<file path="src/sbf_pkg.sv">
// sbf_pkg: shared types and constants of the sobel edge filter stream unit
// no dependencies; used by the top module, sbf_grad and sbf_isqrt
`default_nettype none

package sbf_pkg;

  // pixel and gradient widths fixed by the field definitions
  localparam int PIX_W   = 8;
  localparam int ABS_W   = 10;              // |gx|, |gy| up to 1020
  localparam int SQ_W    = 2 * ABS_W;       // one square
  localparam int VAL_W   = SQ_W + 1;        // sum of two squares
  localparam int ROOT_W  = 11;              // floor sqrt of VAL_W bits
  localparam int STEPS   = (VAL_W + 1) / 2; // one root bit per step

  // configuration register indexes
  localparam int CFG_IDX_W = 2;
  localparam int CFG_DAT_W = 13;
  localparam logic [CFG_IDX_W-1:0] CFG_FILTER_MODE  = 2'd0;
  localparam logic [CFG_IDX_W-1:0] CFG_IMAGE_WIDTH  = 2'd1;
  localparam logic [CFG_IDX_W-1:0] CFG_IMAGE_HEIGHT = 2'd2;

  // filter mode codes (any other code selects magnitude)
  localparam logic [1:0] MODE_HORZ = 2'd0;
  localparam logic [1:0] MODE_VERT = 2'd1;
  localparam logic [1:0] MODE_MAG  = 2'd2;

  // input item kind
  localparam logic IN_PIXEL = 1'b0;
  localparam logic IN_DRAIN = 1'b1;

  typedef logic [PIX_W-1:0] pixel_t;

  // gradient results of one window
  typedef struct packed {
    pixel_t           gx_clip;
    pixel_t           gy_clip;
    logic [ABS_W-1:0] abs_x;
    logic [ABS_W-1:0] abs_y;
  } grad_t;

  // item sequencer
  typedef enum logic [2:0] {
    ST_IDLE,
    ST_LOAD,
    ST_GRAD,
    ST_SQUARE,
    ST_START,
    ST_ROOT,
    ST_EMIT
  } state_e;

endpackage

`default_nettype wire

</file>
<file path="src/sbf_grad.sv">
// sbf_grad: sobel gradients of a 3x3 window, clipped and absolute values
// depends on sbf_pkg
`default_nettype none

module sbf_grad (
  input  wire sbf_pkg::pixel_t win_i [9],
  output sbf_pkg::grad_t       grad_o
);

  logic [sbf_pkg::ABS_W-1:0] lft, rgt, top, bot;
  logic signed [sbf_pkg::ABS_W:0] gx, gy;
  logic signed [sbf_pkg::ABS_W:0] ngx, ngy;

  // weighted column and row sums, weights 1 2 1
  assign lft = 10'(win_i[0]) + {1'b0, win_i[3], 1'b0} + 10'(win_i[6]);
  assign rgt = 10'(win_i[2]) + {1'b0, win_i[5], 1'b0} + 10'(win_i[8]);
  assign top = 10'(win_i[0]) + {1'b0, win_i[1], 1'b0} + 10'(win_i[2]);
  assign bot = 10'(win_i[6]) + {1'b0, win_i[7], 1'b0} + 10'(win_i[8]);

  // left minus right, top minus bottom
  assign gx  = $signed({1'b0, lft}) - $signed({1'b0, rgt});
  assign gy  = $signed({1'b0, top}) - $signed({1'b0, bot});
  assign ngx = -gx;
  assign ngy = -gy;

  // clip to a byte and take magnitudes
  always_comb begin
    if (gx < 0) begin
      grad_o.gx_clip = '0;
      grad_o.abs_x   = ngx[sbf_pkg::ABS_W-1:0];
    end else begin
      grad_o.gx_clip = (gx > 255) ? 8'hff : gx[7:0];
      grad_o.abs_x   = gx[sbf_pkg::ABS_W-1:0];
    end
    if (gy < 0) begin
      grad_o.gy_clip = '0;
      grad_o.abs_y   = ngy[sbf_pkg::ABS_W-1:0];
    end else begin
      grad_o.gy_clip = (gy > 255) ? 8'hff : gy[7:0];
      grad_o.abs_y   = gy[sbf_pkg::ABS_W-1:0];
    end
  end

endmodule

`default_nettype wire

</file>
<file path="config.mk">
export PLATFORM = sky130hd
export DESIGN_NAME = sbf_grad
export DESIGN_NICKNAME = d
export VERILOG_FILES = /design/src/sbf_pkg.sv /design/src/sbf_grad.sv
export SDC_FILE = /design/constraint.sdc
export NUM_CORES = 1
export LEC_CHECK = 0
export BUFFER_PORTS_ARGS = -buffer_cell sky130_fd_sc_hd__buf_4
export CORE_ASPECT_RATIO = 0.9
export CORE_MARGIN = 4
export CORE_UTILIZATION = 58
export DETAILED_ROUTE_END_ITERATION = 8
export PLACE_DENSITY = 0.95
export SETUP_SLACK_MARGIN = 0.15
export SYNTH_ARGS = -nofsm -noshare
export SYNTH_HDL_FRONTEND = slang
export SYNTH_SLANG_ARGS = --single-unit
</file>
<file path="constraint.sdc">
create_clock -name vclk -period 13.4
set_input_delay 2.01 -clock vclk [all_inputs]
set_output_delay 2.01 -clock vclk [all_outputs]
set_load 0.02 [all_outputs]
</file>
==> results.md <==
* Die Wd at about 86 µm
* HP Class: in -> out
* I/O pins at 108
* Seq Cell Count at 0
* CP max stage delay at 0.73 ns
* Slew headroom at between 40% and 50%
* Core area at approximately 5300 µm²
* Initial Util at roughly 60%
* Post-detailed-route wirelength per cell at ~14 µm
* Avg Cell Area, Syn at approximately 8.1 µm²
* Kind of critical path: in -> out
* Syn Nets at 548
* Vias per Instance at just over 5
* Final Hold Vio Count at 0
* Worst-path fanout max at 13
* CP arrival at roughly 6.3 ns
* CP delay by family, top: adder cells
* Most frequent cells in the layout: inv_1 (132), buf_4 (101), fa_1 (62)
* Cell taking the most area after synthesis: fa_1
* Core Rows at 25
* Buf/Inv on CP at 5
* Tcrit/Tclk final at between 60% and 70%
* Status: finished, final reports clean
* Maximum clock rate at between 100 and 150 MHz
* Slowest cell on crit path: a221oi_2
* Synth warnings at 0
* Synth cell types at 44
* First-pass GRT wire length at about 13000 µm
* GP Congestion at 0.927
* Register area at 0 µm²
* Die Footprint at between 6000 and 7000 µm²
* Gate Count Post-Synth at 386
* Detailed Route WL at ~7400 µm
* Routed via count at 2840
* CP Capture Type: output port
* DRC Markers at 0
* Final-layout clock buffer total at 0
* Commonest non-fill, non-tap cell in the layout: inv_1
* Area share of the largest cell type after synthesis at roughly two fifths
* Share of layout cells above drive strength 1 at about 22%
* Cts repair resizes at 0
* Antenna viol nets, final at 0
* First-iteration detailed-routing DRC count at between 100 and 150
* DIE HEIGHT at 77.8 µm
* Setup TNS at 0 ns
* Max-slew violations at 0
* Hold buffers post-CTS at 0
* Total grt overflow at 0
* Nets at 646
* Vias in the first global route at roughly 3000
* Fin crit period at approximately 8.3 ns
* Synth area leaders: fa_1 (39%), inv_1 (16%), ha_1 (11%)
* Hold WS at approximately 4.6 ns
* Gr usage total at 23.8%
* Drt pass-1 iters at 4
* CP Launch Type: input pin
* Mapped Area at about 3100 µm²
* Max Cap Violations at 0
* RSZ-0062 raised after global routing: false
* Port Buffer Count at 100
* CP required at 11.39 ns
* Postcts setup bufs at 0
* Final setup violating endpoints at 0
* Register area share after synthesis at 0%
* Initial antenna violation count at 0
* Antenna Diode Count at 0
* Worst slew pin tran at between 0.8 and 0.9 ns
* Area grow syn2layout at 26.1%
* Dpl hpwl at between 6000 and 7000 µm
* Largest net degree at the start of global routing at 14
* CP cell instances: buf_4, inv_1, fa_1, fa_1, inv_1, fa_1, inv_1, ha_1, a21o_1, a2111oi_4, nand2_2, a221oi_2, o21ai_0, xnor2_1, buf_4
## cells by family (layout without fill, tap and decap cells)
kind of cell | count (synthesis) | after routing | synth area share (%)
and+or+nand+nor | 69 | 69 | 11.6
xor gates and xnor gates | 26 | 26 | 7.25
AOI/OAI and AO/OA | 64 | 64 | 14.0
adders and majority gates | 90 | 90 | 50.6
buffers and inverters | 137 | 233 | 16.5
## synth_stat cells, types with 3 or more instances
master    count
or2_2         3
o21ai_0      10
nand4_1       4
xnor2_1      17
nor2_1       18
xor2_1        9
nor2b_1       4
nand3b_1      3
buf_2         3
nor3b_1       3
nor3_1        5
fa_1         62
a21oi_1      22
and3_1        3
nand3_1       5
ha_1         28
a31oi_1       5
a21o_1        8
nand2_1      11
inv_1       132
## final cells by class
type	instances	area, µm²
Multi-Input combinational cell	249	2630
Fill cell	401	1290
Tap cell	67	83.8
Timing Repair Buffer	101	758
Inverter	132	495
## metrics by stage
step	utilization [%]	instance area [µm²]	setup slack, ns	cells
3_3_place_gp	75.4	3960	5.19	549
6_report	75.4	3960	5.07	549
3_5_place_dp	75.4	3960	5.09	549
4_1_cts	75.4	3960	5.08	549
5_1_grt	75.4	3960	4.73	549
2_1_floorplan	-	3140	5.69	386
## routing by layer
metal / GRT usage [%] / vias to the layer above / wire (µm)
met5: 0 / - / 0
met4: 3.32 / 0 / 75
met3: 3.61 / 10 / 609
met2: 43.6 / 102 / 3790
met1: 30.1 / 1342 / 2950
li1: - / 1386 / -
## worst min-delay path: stages
cell   delay (ns)
buf_4        0.12
inv_1        0.11
ha_1         0.22
buf_4        0.16
## path summary, 6_finish.rpt
kind	startpoint	to	slack [ns]	cells past startpoint
max	win_i[4]	grad_o[15]	5.07	15
min	win_i[49]	grad_o[10]	4.63	4
Power is left out: the tool's default activity adds up to more than one toggle a clock period on the data nets, which glitch-free logic cannot reach.
