`config.mk`:
```
export PLATFORM = sky130hd
export DESIGN_NAME = sbf_isqrt
export DESIGN_NICKNAME = d
export VERILOG_FILES = /design/src/sbf_pkg.sv /design/src/sbf_isqrt.sv
export SDC_FILE = /design/constraint.sdc
export NUM_CORES = 1
export LEC_CHECK = 0
export ABC_AREA = 1
export BUFFER_PORTS_ARGS = -buffer_cell sky130_fd_sc_hd__clkbuf_2
export CAP_MARGIN = 25
export CELL_PAD_IN_SITES_DETAIL_PLACEMENT = 1
export CELL_PAD_IN_SITES_GLOBAL_PLACEMENT = 1
export CORE_MARGIN = 2
export CORE_UTILIZATION = 43
export CTS_CLUSTER_SIZE = 16
export DETAILED_ROUTE_END_ITERATION = 6
export HOLD_SLACK_MARGIN = 0.05
export PLACE_DENSITY = 0.77
export RECOVER_POWER = 25
export SETUP_SLACK_MARGIN = 0.3
export SLEW_MARGIN = 5
export SYNTH_ARGS = -nofsm -noshare
export SYNTH_HDL_FRONTEND = slang
export SYNTH_SLANG_ARGS = --single-unit
```
`constraint.sdc`:
```
create_clock -name clk_i -period 8.4 [get_ports clk_i]
set_clock_uncertainty 0.1 [all_clocks]
set_input_delay 1.68 -clock clk_i [delete_from_list [all_inputs] [get_ports clk_i]]
set_output_delay 1.68 -clock clk_i [all_outputs]
set_load 0.02 [all_outputs]
```
`src/sbf_pkg.sv`:
```
// sbf_pkg: shared types and constants of the sobel edge filter stream unit
// no dependencies; used by the top module, sbf_grad and sbf_isqrt
`default_nettype none

package sbf_pkg;

  // pixel and gradient widths fixed by the field definitions
  localparam int PIX_W   = 8;
  localparam int ABS_W   = 10;              // |gx|, |gy| up to 1020
  localparam int SQ_W    = 2 * ABS_W;       // one square
  localparam int VAL_W   = SQ_W + 1;        // sum of two squares
  localparam int ROOT_W  = 11;              // floor sqrt of VAL_W bits
  localparam int STEPS   = (VAL_W + 1) / 2; // one root bit per step

  // configuration register indexes
  localparam int CFG_IDX_W = 2;
  localparam int CFG_DAT_W = 13;
  localparam logic [CFG_IDX_W-1:0] CFG_FILTER_MODE  = 2'd0;
  localparam logic [CFG_IDX_W-1:0] CFG_IMAGE_WIDTH  = 2'd1;
  localparam logic [CFG_IDX_W-1:0] CFG_IMAGE_HEIGHT = 2'd2;

  // filter mode codes (any other code selects magnitude)
  localparam logic [1:0] MODE_HORZ = 2'd0;
  localparam logic [1:0] MODE_VERT = 2'd1;
  localparam logic [1:0] MODE_MAG  = 2'd2;

  // input item kind
  localparam logic IN_PIXEL = 1'b0;
  localparam logic IN_DRAIN = 1'b1;

  typedef logic [PIX_W-1:0] pixel_t;

  // gradient results of one window
  typedef struct packed {
    pixel_t           gx_clip;
    pixel_t           gy_clip;
    logic [ABS_W-1:0] abs_x;
    logic [ABS_W-1:0] abs_y;
  } grad_t;

  // item sequencer
  typedef enum logic [2:0] {
    ST_IDLE,
    ST_LOAD,
    ST_GRAD,
    ST_SQUARE,
    ST_START,
    ST_ROOT,
    ST_EMIT
  } state_e;

endpackage

`default_nettype wire

```
`src/sbf_isqrt.sv`:
```
// sbf_isqrt: iterative floor square root, one result bit per cycle
// depends on sbf_pkg
`default_nettype none

module sbf_isqrt (
  input  wire logic                         clk_i,
  input  wire logic                         rst_ni,
  input  wire logic                         start_i,
  input  wire logic [sbf_pkg::VAL_W-1:0]    value_i,
  output logic                              done_o,
  output logic      [sbf_pkg::ROOT_W-1:0]   root_o
);

  localparam int CNT_W = $clog2(sbf_pkg::STEPS);

  logic [sbf_pkg::VAL_W-1:0] rem_q, rem_d;
  logic [sbf_pkg::VAL_W:0]   root_q, root_d;
  logic [sbf_pkg::VAL_W:0]   bit_q, bit_d;
  logic [CNT_W-1:0]          cnt_q, cnt_d;
  logic                      busy_q, busy_d;
  logic                      done_q, done_d;
  logic [sbf_pkg::VAL_W+1:0] trial;

  assign trial = {1'b0, root_q} + {1'b0, bit_q};

  // one digit step, or load on start
  always_comb begin
    rem_d  = rem_q;
    root_d = root_q;
    bit_d  = bit_q;
    cnt_d  = cnt_q;
    busy_d = busy_q;
    done_d = 1'b0;
    if (start_i) begin
      rem_d  = value_i;
      root_d = '0;
      bit_d  = (sbf_pkg::VAL_W+1)'(1) << (2 * (sbf_pkg::STEPS - 1));
      cnt_d  = CNT_W'(sbf_pkg::STEPS - 1);
      busy_d = 1'b1;
    end else if (busy_q) begin
      if ({2'b00, rem_q} >= trial) begin
        rem_d  = rem_q - trial[sbf_pkg::VAL_W-1:0];
        root_d = (root_q >> 1) + bit_q;
      end else begin
        root_d = root_q >> 1;
      end
      bit_d = bit_q >> 2;
      if (cnt_q == '0) begin
        busy_d = 1'b0;
        done_d = 1'b1;
      end else begin
        cnt_d = cnt_q - 1'b1;
      end
    end
  end

  // control registers
  always_ff @(posedge clk_i or negedge rst_ni) begin
    if (!rst_ni) begin
      busy_q <= 1'b0;
      done_q <= 1'b0;
      cnt_q  <= '0;
    end else begin
      busy_q <= busy_d;
      done_q <= done_d;
      cnt_q  <= cnt_d;
    end
  end

  // datapath registers
  always_ff @(posedge clk_i) begin
    rem_q  <= rem_d;
    root_q <= root_d;
    bit_q  <= bit_d;
  end

  assign done_o = done_q;
  assign root_o = root_q[sbf_pkg::ROOT_W-1:0];

endmodule

`default_nettype wire
```
==> load_flow_metrics.sql, run 1 <==
INSERT INTO impl_metrics (metric_group, metric, value, unit) VALUES
('power', 'clkPwrFrac', '0.159', ''),
('logic_synthesis', 'synth_async_sr_flop_share', '0.100', ''),
('logic_synthesis', 'synth_top_cell_by_area', 'nand2_1', ''),
('logic_synthesis', 'synth.area.mux_share', '0', ''),
('floorplanning', 'floorplan.die.width', '119', 'um'),
('layout', 'layout.nets', '980', ''),
('power', 'power_density_over_the_cells', '357', 'mW/mm2'),
('sta', 'timing.final.setup_violations', '0', ''),
('layout', 'layout.filler_cells', '1781', ''),
('logic_synthesis', 'simple_gate_share_of_the_synthesized_area', '0.359', ''),
('outcome', 'failed_checks', 'max-capacitance violations, max-slew violations', ''),
('hold_path', 'holdCritPathClass', 'flip-flop to flip-flop', ''),
('placed_design', 'placement.io_buffers', '35', ''),
('route', 'routed_wirelength_normalized_by_instance_count', '17.6', 'um'),
('clocking', 'cts_num_sinks', '60', ''),
('sta', 'tightest_pin_transition', '1.87', 'ns'),
('sta', 'finalSetupTns', '0', 'ns'),
('logic_synthesis', 'synth_cell_type_count', '48', ''),
('route', 'route.final.wire_length', '19100', 'um'),
('logic_synthesis', 'synthXorXnorAreaFrac', '0.0445', ''),
('worst_setup_path', 'timing.critical_path.slowest_cell_delay', '1.31', 'ns'),
('worst_setup_path', 'critPathBufInv', '2', ''),
('power', 'power.leakage', '3.03', 'nW'),
('route', 'avgViaCountPerCell', '5.49', ''),
('clocking', 'htree_levels', '3', ''),
('global_routing', 'grt_max_degree', '40', ''),
('worst_setup_path', 'critical_path_class', 'primary input to flip-flop', ''),
('power', 'share_seq_of_total_power', '0.237', ''),
('clocking', 'cts_buffer_depth', '2', ''),
('outcome', 'run_status', 'finished with violations', ''),
('global_routing', 'global_route.overflow_total', '0', ''),
('sta', 'layout_min_cycle_time', '4.97', 'ns'),
('clocking', 'hold_buffers', '0', ''),
('logic_synthesis', 'ys_ff_latch', '60', ''),
('layout', 'layout-area-overhead-vs-synth', '9.03', '%'),
('run', 'maxCapViolations', '1', ''),
('sta', 'slew-limit-headroom', '-0.244', ''),
('logic_synthesis', 'mappedNetlistNets', '958', ''),
('sta', 'max_clock_freq', '0.201', 'GHz'),
('clocking', 'clockRootBuffer', 'clkbuf_16', ''),
('worst_setup_path', 'worst_path_max_delay_cell', 'clkbuf_1', ''),
('layout', 'layout.cells.most_common_list', 'nand2_1 (275), inv_1 (116), nand3_1 (69)', ''),
('clocking', 'clk_latency', '0.35', 'ns'),
('route', 'drt_pass1_iterations', '5', ''),
('logic_synthesis', 'synth_enable_flop_cells', '21', ''),
('worst_setup_path', 'crit_family', 'buffers and inverters', ''),
('power', 'internal-power', '1.08', 'mW'),
('sta', 'grt_setup_unrepaired', 'false', ''),
('sta', 'final-max-slew-violation-count', '40', ''),
('floorplanning', 'num_rows', '42', ''),
('logic_synthesis', 'dominantRegCellSynth', 'dfxtp_1', ''),
('global_routing', 'grtUsageTotal', '0.276', ''),
('clocking', 'post_cts_setup_buffer_count', '0', ''),
('logic_synthesis', 'synth_fa_ha_area_frac', '0.107', ''),
('floorplanning', 'dieArea', '0.0142', 'mm2'),
('logic_synthesis', 'synth.avg_cell_area', '6.44', 'um2'),
('route', 'detail_route.iter0.violations', '367', ''),
('global_routing', 'number_of_global_route_vias_before_repair', '6079', ''),
('placed_design', 'hpwl', '15300', 'um'),
('logic_synthesis', 'synthesis.area', '0.00571', 'mm2'),
('clocking', 'numCtsBuffers', '9', ''),
('logic_synthesis', 'synth_cells', '886', ''),
('global_routing', 'grt_antenna_before_repair', '0', ''),
('worst_setup_path', 'start_kind', 'primary input', ''),
('route', 'detail_route.drc_violations', '0', ''),
('power', 'peakVddDrop', '0.158', 'mV'),
('power', 'power.combinational.fraction', '0.604', ''),
('worst_setup_path', 'crit_arrival', '5.13', 'ns'),
('logic_synthesis', 'synth_top_family_by_area', 'simple AND/OR/NAND/NOR gates', ''),
('layout', 'final_common_cell', 'nand2_1', ''),
('floorplanning', 'start_util', '0.436', '');
-- cell type report --
cell class              instances  area, um2  share of cell area
repair buffers                 37        173              0.0277
clock buffers                   9        225              0.0362
well taps                     176        220              0.0354
clock inverters                 7       48.8             0.00784
multi-input cells             683       3680               0.591
flip-flops and latches         60       1440               0.232
inverters                     117        439              0.0706
-- state kept, by name (all words and copies together), names as in the netlist --
signal	flops
rem_q	21
root_q	22
bit_q	11
busy_q	1
cnt_q	4
done_o	1
-- stage by stage --
step,instances,power [mW],setup slack [ns],instance area [um2],util
after CTS,1088,2.22,3.51,6230,0.476
final,1089,2.22,3.43,6220,0.476
after floorplan,886,1.52,3.43,5710,-
after global routing,1089,2.43,3.05,6220,0.476
after global placement,1072,1.81,3.79,5960,0.455
after detailed placement,1072,1.85,3.58,5960,0.455
-- metal layers --
metal  vias to the layer above  GRT usage  part of all wire
met3                        10     0.0512             0.053
met1                      2872      0.378              0.47
met4                         0     0.0692            0.0088
li1                       2960          -                 -
met5                         -          0                 0
met2                       135      0.448              0.47
-- cells by family (layout without fill, tap and decap cells) --
group	count (synthesis)	after routing
AO/OA/AOI/OAI	136	136
adder cells (fa/ha/maj)	48	48
XOR/XNOR	29	29
AND/OR/NAND/NOR	470	470
flip-flops	60	60
buffers and inverters	143	170
-- worst paths after layout --
kind / start / to / slack, ns / depth (start not counted)
min in group asynchronous: rst_ni / cnt_q[1] / 1.10 / 1
setup reg to reg: root_q[4] / rem_q[15] / 3.48 / 21
max in group asynchronous: rst_ni / cnt_q[2] / 6.86 / 1
setup / recovery: start_i / cnt_q[3] / 3.43 / 7
hold reg to reg: bit_q[0] / bit_q[0] / 0.41 / 2
hold / removal: bit_q[0] / bit_q[0] / 0.41 / 2
-- synthesized netlist by cell type (all sizes together) (6+ instances only) --
cell    instances
a21oi          53
buf            15
clkbuf         11
dfrtp           6
dfxtp          33
edfxtp         21
ha             47
inv           117
nand2         283
nand3          71
nand4          24
nor2           61
nor3            6
o21ai          49
o21bai          6
o22ai          10
or2            11
xnor2          13
xor2           16
-- worst reg2reg max path, delay by kind of cell, from the launching register on --
kind | cells | cell delay, ns
fa+ha+maj | 2 | 0.80
xor+xnor | 1 | 0.15
flops | 1 | 0.43
simple gates | 14 | 2.21
buf+inv | 1 | 0.35
compound gates | 3 | 0.53
-- power groups by stage --
stage          registers [mW]  clock network (mW)  logic (mW)
2_1_floorplan           0.494                   0        1.03
3_3_place_gp            0.527                   0        1.28
3_5_place_dp            0.533                   0        1.32
4_1_cts                 0.528               0.360        1.33
5_1_grt                 0.540               0.372        1.52
6_report                0.527               0.353        1.34
No activity file was read; power rests on OpenSTA's default activity.
==> run 2: changes to the inputs <==
Clock period 8.4 ns to 4.7 ns, I/O delays scaled along.
==> run 2 against run 1 <==
Net effect: the flow still finishes with violations (max-capacitance violations, max-slew violations); first-iteration DRC count shrank 5.2%; clock power rose by 72%; combinational power grew 84%; largest cell class unchanged; die area unchanged.
==> load_flow_metrics.sql, run 2 (synthesized netlist as in run 1, its figures left out) <==
INSERT INTO impl_metrics (metric_group, metric, value, unit) VALUES
('outcome', 'run_status', 'finished with violations', ''),
('outcome', 'failed_checks', 'max-capacitance violations, max-slew violations', ''),
('global_routing', 'grt_pass1_wl', '31300', 'um'),
('clocking', 'post_cts_setup_buffer_count', '0', ''),
('power', 'power.leakage', '3.03', 'nW'),
('sta', 'max_clock_freq', '0.240', 'GHz'),
('worst_setup_path', 'timing.reg2reg.setup_slack', '0.53', 'ns'),
('clocking', 'clockRootBuffer', 'clkbuf_16', ''),
('layout', 'layout.nets', '987', ''),
('sta', 'finalSetupTns', '0', 'ns'),
('placed_design', 'hpwl', '15300', 'um'),
('worst_setup_path', 'critical_path_class', 'flip-flop to flip-flop', ''),
('layout', 'post_layout_nonfiller_instances', '1094', ''),
('power', 'clkPwrFrac', '0.152', ''),
('route', 'route.final.wire_length', '19300', 'um'),
('worst_setup_path', 'critical_path.startpoint', 'root_q[2]', ''),
('power', 'peakVddDrop', '0.293', 'mV'),
('worst_setup_path', 'worstReg2RegStart', 'root_q[2]', ''),
('global_routing', 'grt_antenna_before_repair', '0', ''),
('global_routing', 'global_route.overflow_total', '0', ''),
('worst_setup_path', 'cp_common_cell', 'nand2_1', ''),
('worst_setup_path', 'path_cells', 'ha_2 -> nand2_1 -> nor2_1 -> nand2_1 -> nand2_1 -> nand2_1 -> o21ai_0 -> or2_2 -> a21oi_1 -> xor2_1 -> ha_1 -> a21oi_1 -> o21ai_0 -> a21oi_1 -> o21ai_0 -> nand2_1 -> nand2_1 -> or2_2 -> nand3_1 -> nand2_1', ''),
('power', 'p_sw', '2.04', 'mW'),
('worst_setup_path', 'worst_path_max_delay_cell', 'ha_2', ''),
('power', 'switching_share', '0.508', ''),
('route', 'routed_wirelength_normalized_by_instance_count', '17.6', 'um'),
('worst_setup_path', 'crit_end', 'rem_q[16]', ''),
('power', 'share_seq_of_total_power', '0.232', ''),
('route', 'drt_pass1_iterations', '5', ''),
('layout', 'finalCoreUtilization', '0.478', ''),
('layout', 'finish.instance_area', '0.00625', 'mm2'),
('sta', 'final-hold-violation-count', '0', ''),
('worst_setup_path', 'top_fanout_value_on_the_critical_path', '6', ''),
('floorplanning', 'num_rows', '42', ''),
('global_routing', 'grtUsageTotal', '0.278', ''),
('route', 'detail_route.iter0.violations', '348', ''),
('worst_setup_path', 'cp_num_cells', '20', ''),
('floorplanning', 'floorplan.die.width', '119', 'um'),
('layout', 'number_of_flip_flops_under_the_largest_register_name', '22', ''),
('global_routing', 'grt_max_degree', '40', ''),
('power', 'internal-power', '1.97', 'mW'),
('worst_setup_path', 'worst_ep_required_time', '4.69', 'ns'),
('layout', 'n_antenna_cell', '0', ''),
('worst_setup_path', 'critPathBufInv', '0', ''),
('sta', 'grt_setup_unrepaired', 'false', ''),
('worst_setup_path', 'crit_arrival', '4.16', 'ns'),
('power', 'power_density_over_the_cells', '641', 'mW/mm2'),
('layout', 'layout-area-overhead-vs-synth', '9.58', '%'),
('route', 'avgViaCountPerCell', '5.46', ''),
('route', 'detail_route.drc_violations', '0', ''),
('layout', 'drive_gt1_frac', '0.0784', ''),
('layout', 'max_flop_register', 'root_q', ''),
('sta', 'fin_crit_sh', '0.887', ''),
('layout', 'final_common_cell', 'nand2_1', ''),
('route', 'detail-route-antenna-nets', '0', ''),
('layout', 'layout.cells.most_common_list', 'nand2_1 (275), inv_1 (115), nand3_1 (69)', ''),
('power', 'power.combinational.fraction', '0.616', ''),
('worst_setup_path', 'crit_family', 'simple AND/OR/NAND/NOR gates', ''),
('floorplanning', 'floorplan.io_pins', '36', ''),
('floorplanning', 'start_util', '0.436', ''),
('worst_setup_path', 'r2r_cells', '20', ''),
('placed_design', 'dp.cells', '1080', ''),
('clocking', 'cts_num_sinks', '60', ''),
('sta', 'final-max-slew-violation-count', '40', ''),
('layout', 'layout_top_registers', 'root_q (22), rem_q (21), bit_q (11)', ''),
('sta', 'timing.final.setup_violations', '0', ''),
('placed_design', 'post_dp_cell_area', '0.00602', 'mm2'),
('clocking', 'cts_tree', 'done', ''),
('placed_design', 'placement.io_buffers', '35', ''),
('clocking', 'numCtsBuffers', '9', ''),
('sta', 'tightest_pin_transition', '2.04', 'ns'),
('clocking', 'cts.clk_slew.worst_paths', '0.05', 'ns'),
('worst_setup_path', 'worst_r2r_endpoint', 'rem_q[16]', ''),
('clocking', 'clk_latency', '0.34', 'ns'),
('global_routing', 'number_of_global_route_vias_before_repair', '6215', ''),
('worst_setup_path', 'start_kind', 'flip-flop', ''),
('floorplanning', 'dieArea', '0.0142', 'mm2'),
('floorplanning', 'dieHeight', '119', 'um'),
('clocking', 'htree_levels', '3', ''),
('worst_setup_path', 'critPathCaptureType', 'flip-flop', ''),
('clocking', 'cts_buffer_depth', '2', ''),
('run', 'maxCapViolations', '1', ''),
('hold_path', 'holdCritPathClass', 'primary input to async pin', ''),
('sta', 'slew-limit-headroom', '-0.361', ''),
('floorplanning', 'design.core.area', '0.0131', 'mm2'),
('worst_setup_path', 'timing.critical_path.slowest_cell_delay', '0.40', 'ns'),
('route', 'route.vias.total', '5976', ''),
('placed_design', 'finalWeightedCongestion', '0.961', ''),
('sta', 'layout_min_cycle_time', '4.17', 'ns');
-- run 2: cell count changes in the layout (fill, tap and decap cells not counted), sizes merged --
cell and change:
clkbuf +7, buf +5, clkinv -4, inv -3
-- run 2: timing repair --
| action | 4_1_cts | 5_1_grt |
|---|---|---|
| setup endpoints to repair | 0 | 25 |
| resized for setup | 0 | 3 |
| hold buffers | 0 | 0 |
-- run 2: power by group through the flow --
stage | combinational [mW] | clock, mW | sequential, mW
2_1_floorplan | 1.84 | 0 | 0.878
3_5_place_dp | 2.43 | 0 | 0.939
6_report | 2.47 | 0.608 | 0.931
5_1_grt | 2.78 | 0.634 | 0.954
3_3_place_gp | 2.35 | 0 | 0.928
4_1_cts | 2.45 | 0.619 | 0.931
-- run 2: worst min-delay path by stage --
stage	from	to	slack, ns
after CTS	rst_ni	cnt_q[1]	0.31
after floorplan	root_q[0]	root_q[0]	0.36
after global routing	rst_ni	done_o	0.38
final	rst_ni	done_o	0.36
after detailed placement	bit_q[0]	bit_q[0]	0.42
after global placement	root_q[0]	root_q[0]	0.38
-- run 2: area by class of cell --
type / count / area (um2)
Fill cell: 1804 / 6830
Multi-Input combinational cell: 683 / 3680
Sequential cell: 60 / 1440
Inverter: 117 / 439
Clock buffer: 14 / 254
Timing Repair Buffer: 44 / 221
Tap cell: 176 / 220
-- run 2: layer usage --
layer  vias to the layer above  GRT usage  routed length, um
li1                       2972          -                  -
met1                      2830      0.363               9040
met2                       137      0.463               8870
met3                        37     0.0493                907
met4                         0     0.0952                444
met5                         -          0                  0
-- run 2: per-stage QoR --
step	power, mW	worst slack, ns	hold WS [ns]
2_1_floorplan	2.72	0.701	0.357
3_3_place_gp	3.27	0.717	0.380
3_5_place_dp	3.36	0.647	0.416
4_1_cts	4.00	0.616	0.315
5_1_grt	4.37	0.331	0.380
6_report	4.01	0.532	0.363
==> run 3: changes to the inputs <==
Settings changed: CORE_ASPECT_RATIO from default to 1.2.
==> run 3 against run 2 <==
Net effect: the run now ends clean; setup slack improved by 0.10 ns; cell count is 0.55% lower; flip-flop and latch count unchanged; power is 1.4% higher; first-iteration DRC count is 32% lower; worst hold slack worse by 0.0020 ns; critical path type unchanged; largest cell class unchanged; largest power group unchanged.
==> load_flow_metrics.sql, run 3 (synthesized netlist as in run 1, its figures left out) <==
INSERT INTO impl_metrics (metric_group, metric, value, unit) VALUES
('sta', 'finalSetupTns', '0', 'ns'),
('power', 'clkPwrFrac', '0.168', ''),
('clocking', 'clk_latency', '0.34', 'ns'),
('layout', 'max_flop_register', 'root_q', ''),
('route', 'route.final.wire_length', '19800', 'um'),
('worst_setup_path', 'critical_path_class', 'flip-flop to flip-flop', ''),
('power', 'internal-power', '2.02', 'mW'),
('sta', 'slew-limit-headroom', '0.290', ''),
('worst_setup_path', 'top_fanout_value_on_the_critical_path', '25', ''),
('route', 'detail_route.drc_violations', '0', ''),
('route', 'detail_route.iter0.violations', '236', ''),
('sta', 'postLayoutSetupSlackWorst', '0.634', 'ns'),
('clocking', 'cts_tree', 'done', ''),
('clocking', 'cts_num_sinks', '60', ''),
('worst_setup_path', 'critical_path.startpoint', 'bit_q[4]', ''),
('worst_setup_path', 'critPathCaptureType', 'flip-flop', ''),
('worst_setup_path', 'worst_path_max_delay_cell', 'ha_2', ''),
('worst_setup_path', 'crit_arrival', '4.19', 'ns'),
('worst_setup_path', 'path_cells', 'ha_1 -> nand2_1 -> o21ai_2 -> inv_2 -> nand2_1 -> nand2_1 -> o21ai_0 -> a21oi_1 -> xor2_1 -> ha_2 -> nand2_2 -> nor2_2 -> nand2_1 -> nor2_1 -> nand3_1 -> nand2_1 -> nor2_1 -> nand2_2 -> nand3_4 -> buf_4 -> inv_1 -> o21ai_0 -> nand2_1 -> nand2_1', ''),
('placed_design', 'pre_cts_slack', '0.582', 'ns'),
('power', 'power_density_over_the_cells', '644', 'mW/mm2'),
('worst_setup_path', 'start_kind', 'flip-flop', ''),
('floorplanning', 'start_util', '0.437', ''),
('route', 'route.vias.total', '6010', ''),
('placed_design', 'finalWeightedCongestion', '0.933', ''),
('layout', 'layout_top_registers', 'root_q (22), rem_q (21), bit_q (11)', ''),
('sta', 'grt_setup_unrepaired', 'false', ''),
('floorplanning', 'num_rows', '46', ''),
('sta', 'timing.final.setup_violations', '0', ''),
('worst_setup_path', 'cp_common_cell', 'nand2_1', ''),
('clocking', 'hold_buffers', '0', ''),
('worst_setup_path', 'worst_ep_required_time', '4.82', 'ns'),
('sta', 'max_clock_freq', '0.246', 'GHz'),
('layout', 'finalCoreUtilization', '0.483', ''),
('floorplanning', 'design.core.area', '0.0131', 'mm2'),
('route', 'drt_pass1_iterations', '4', ''),
('clocking', 'htree_levels', '3', ''),
('global_routing', 'grt_pass1_wl', '31900', 'um'),
('power', 'share_seq_of_total_power', '0.230', ''),
('sta', 'final-hold-violation-count', '0', ''),
('clocking', 'numCtsBuffers', '9', ''),
('run', 'maxCapViolations', '0', ''),
('floorplanning', 'floorplan.die.width', '109', 'um'),
('outcome', 'run_status', 'finished clean', ''),
('global_routing', 'grtUsageTotal', '0.291', ''),
('sta', 'tightest_pin_transition', '1.06', 'ns'),
('layout', 'final_common_cell', 'nand2_1', ''),
('sta', 'final-max-slew-violation-count', '0', ''),
('global_routing', 'grt_antenna_before_repair', '0', ''),
('global_routing', 'global_route.overflow_total', '0', ''),
('worst_setup_path', 'critPathBufInv', '3', ''),
('clocking', 'cts.clk_slew.worst_paths', '0.07', 'ns'),
('clocking', 'clockRootBuffer', 'clkbuf_16', ''),
('route', 'avgViaCountPerCell', '5.52', ''),
('power', 'power.combinational.fraction', '0.602', ''),
('placed_design', 'hpwl', '15700', 'um'),
('worst_setup_path', 'crit_family', 'simple AND/OR/NAND/NOR gates', ''),
('global_routing', 'grt_max_degree', '27', ''),
('clocking', 'cts_buffer_depth', '2', ''),
('sta', 'final_layout_worst_hold_slack', '0.361', 'ns'),
('power', 'power.leakage', '3.05', 'nW'),
('power', 'peakVddDrop', '0.326', 'mV'),
('route', 'routed_wirelength_normalized_by_instance_count', '18.2', 'um'),
('layout', 'layout.cells.most_common_list', 'nand2_1 (274), inv_1 (116), nand3_1 (69)', ''),
('power', 'switching_share', '0.502', ''),
('layout', 'drive_gt1_frac', '0.0880', ''),
('global_routing', 'number_of_global_route_vias_before_repair', '6409', ''),
('worst_setup_path', 'worstReg2RegStart', 'bit_q[4]', ''),
('sta', 'layout_min_cycle_time', '4.07', 'ns'),
('placed_design', 'placement.io_buffers', '35', ''),
('route', 'detail-route-antenna-nets', '0', ''),
('power', 'p_sw', '2.04', 'mW'),
('worst_setup_path', 'timing.critical_path.slowest_cell_delay', '0.41', 'ns'),
('layout', 'layout.nets', '987', ''),
('layout', 'number_of_flip_flops_under_the_largest_register_name', '22', ''),
('layout', 'layout-area-overhead-vs-synth', '10.6', '%'),
('layout', 'n_antenna_cell', '0', ''),
('floorplanning', 'floorplan.io_pins', '36', ''),
('sta', 'fin_crit_sh', '0.865', ''),
('hold_path', 'holdCritPathClass', 'primary input to async pin', ''),
('floorplanning', 'dieHeight', '130', 'um'),
('floorplanning', 'dieArea', '0.0142', 'mm2');
==> run 3: changes by cell type in the layout (fill, tap and decap cells not counted), sizes merged <==
cell	previous run	this run
buf	7	6
bufinv	0	1
clkbuf	51	47
clkinv	0	1
clkinvlp	0	2
inv	117	120
==> run 3: power by group through the flow <==
| stage | Combinational [mW] | Clock (mW) | Sequential, mW |
|---|---|---|---|
| 2_1_floorplan | 1.84 | 0 | 0.878 |
| 3_3_place_gp | 2.32 | 0 | 0.934 |
| 3_5_place_dp | 2.41 | 0 | 0.940 |
| 4_1_cts | 2.44 | 0.690 | 0.931 |
| 5_1_grt | 2.80 | 0.716 | 0.956 |
| 6_report | 2.45 | 0.684 | 0.935 |
==> run 3: layout make-up <==
class | count | area, um2
repair buffers | 44 | 218
clock buffers | 9 | 225
clock inverters | 7 | 73.8
multi-input cells | 683 | 3700
flip-flops and latches | 60 | 1440
well taps | 168 | 210
inverters | 117 | 439
fillers | 1813 | 6750
==> run 3: worst reg2reg max path, stage by stage, from the launching register on <==
cell and delay (ns):
dfxtp_1 0.34, ha_1 0.37, nand2_1 0.12, o21ai_2 0.20, inv_2 0.05, nand2_1 0.11, nand2_1 0.10, o21ai_0 0.21
a21oi_1 0.15, xor2_1 0.19, ha_2 0.41, nand2_2 0.10, nor2_2 0.22, nand2_1 0.08, nor2_1 0.11, nand3_1 0.08
nand2_1 0.09, nor2_1 0.06, nand2_2 0.10, nand3_4 0.07, buf_4 0.24, inv_1 0.18, o21ai_0 0.12, nand2_1 0.08
nand2_1 0.05
==> run 3: path summary, 6_finish.rpt <==
check	end	slack [ns]	depth (start not counted)
worst max-delay path	root_q[18]	0.63	24
worst min-delay path	cnt_q[0]	0.36	1
worst max register to register	root_q[18]	0.63	24
worst min register to register	bit_q[18]	0.42	2
max in group asynchronous	cnt_q[1]	3.89	1
min in group clk_i	bit_q[18]	0.42	2
==> run 3: through the flow <==
step                area, um2  std cells  power, mW
global placement         6010       1072       3.25
finish                   6310       1088       4.07
CTS                      6310       1088       4.06
floorplan                5710        886       2.72
detailed placement       6010       1072       3.35
global route             6310       1088       4.47
==> run 3: metal layers <==
metal | up-vias | global-route usage | wire length (um)
li1 | 2983 | - | -
met1 | 2855 | 0.322 | 8040
met2 | 120 | 0.533 | 10300
met3 | 52 | 0.0415 | 523
met4 | 0 | 0.151 | 915
met5 | - | 0 | 0
==> run 3: timing repair <==
action,4_1_cts,5_1_grt
buffers inserted,0,0
hold endpoints to repair,0,0
gates resized for setup,0,7
setup endpoints to repair,0,35
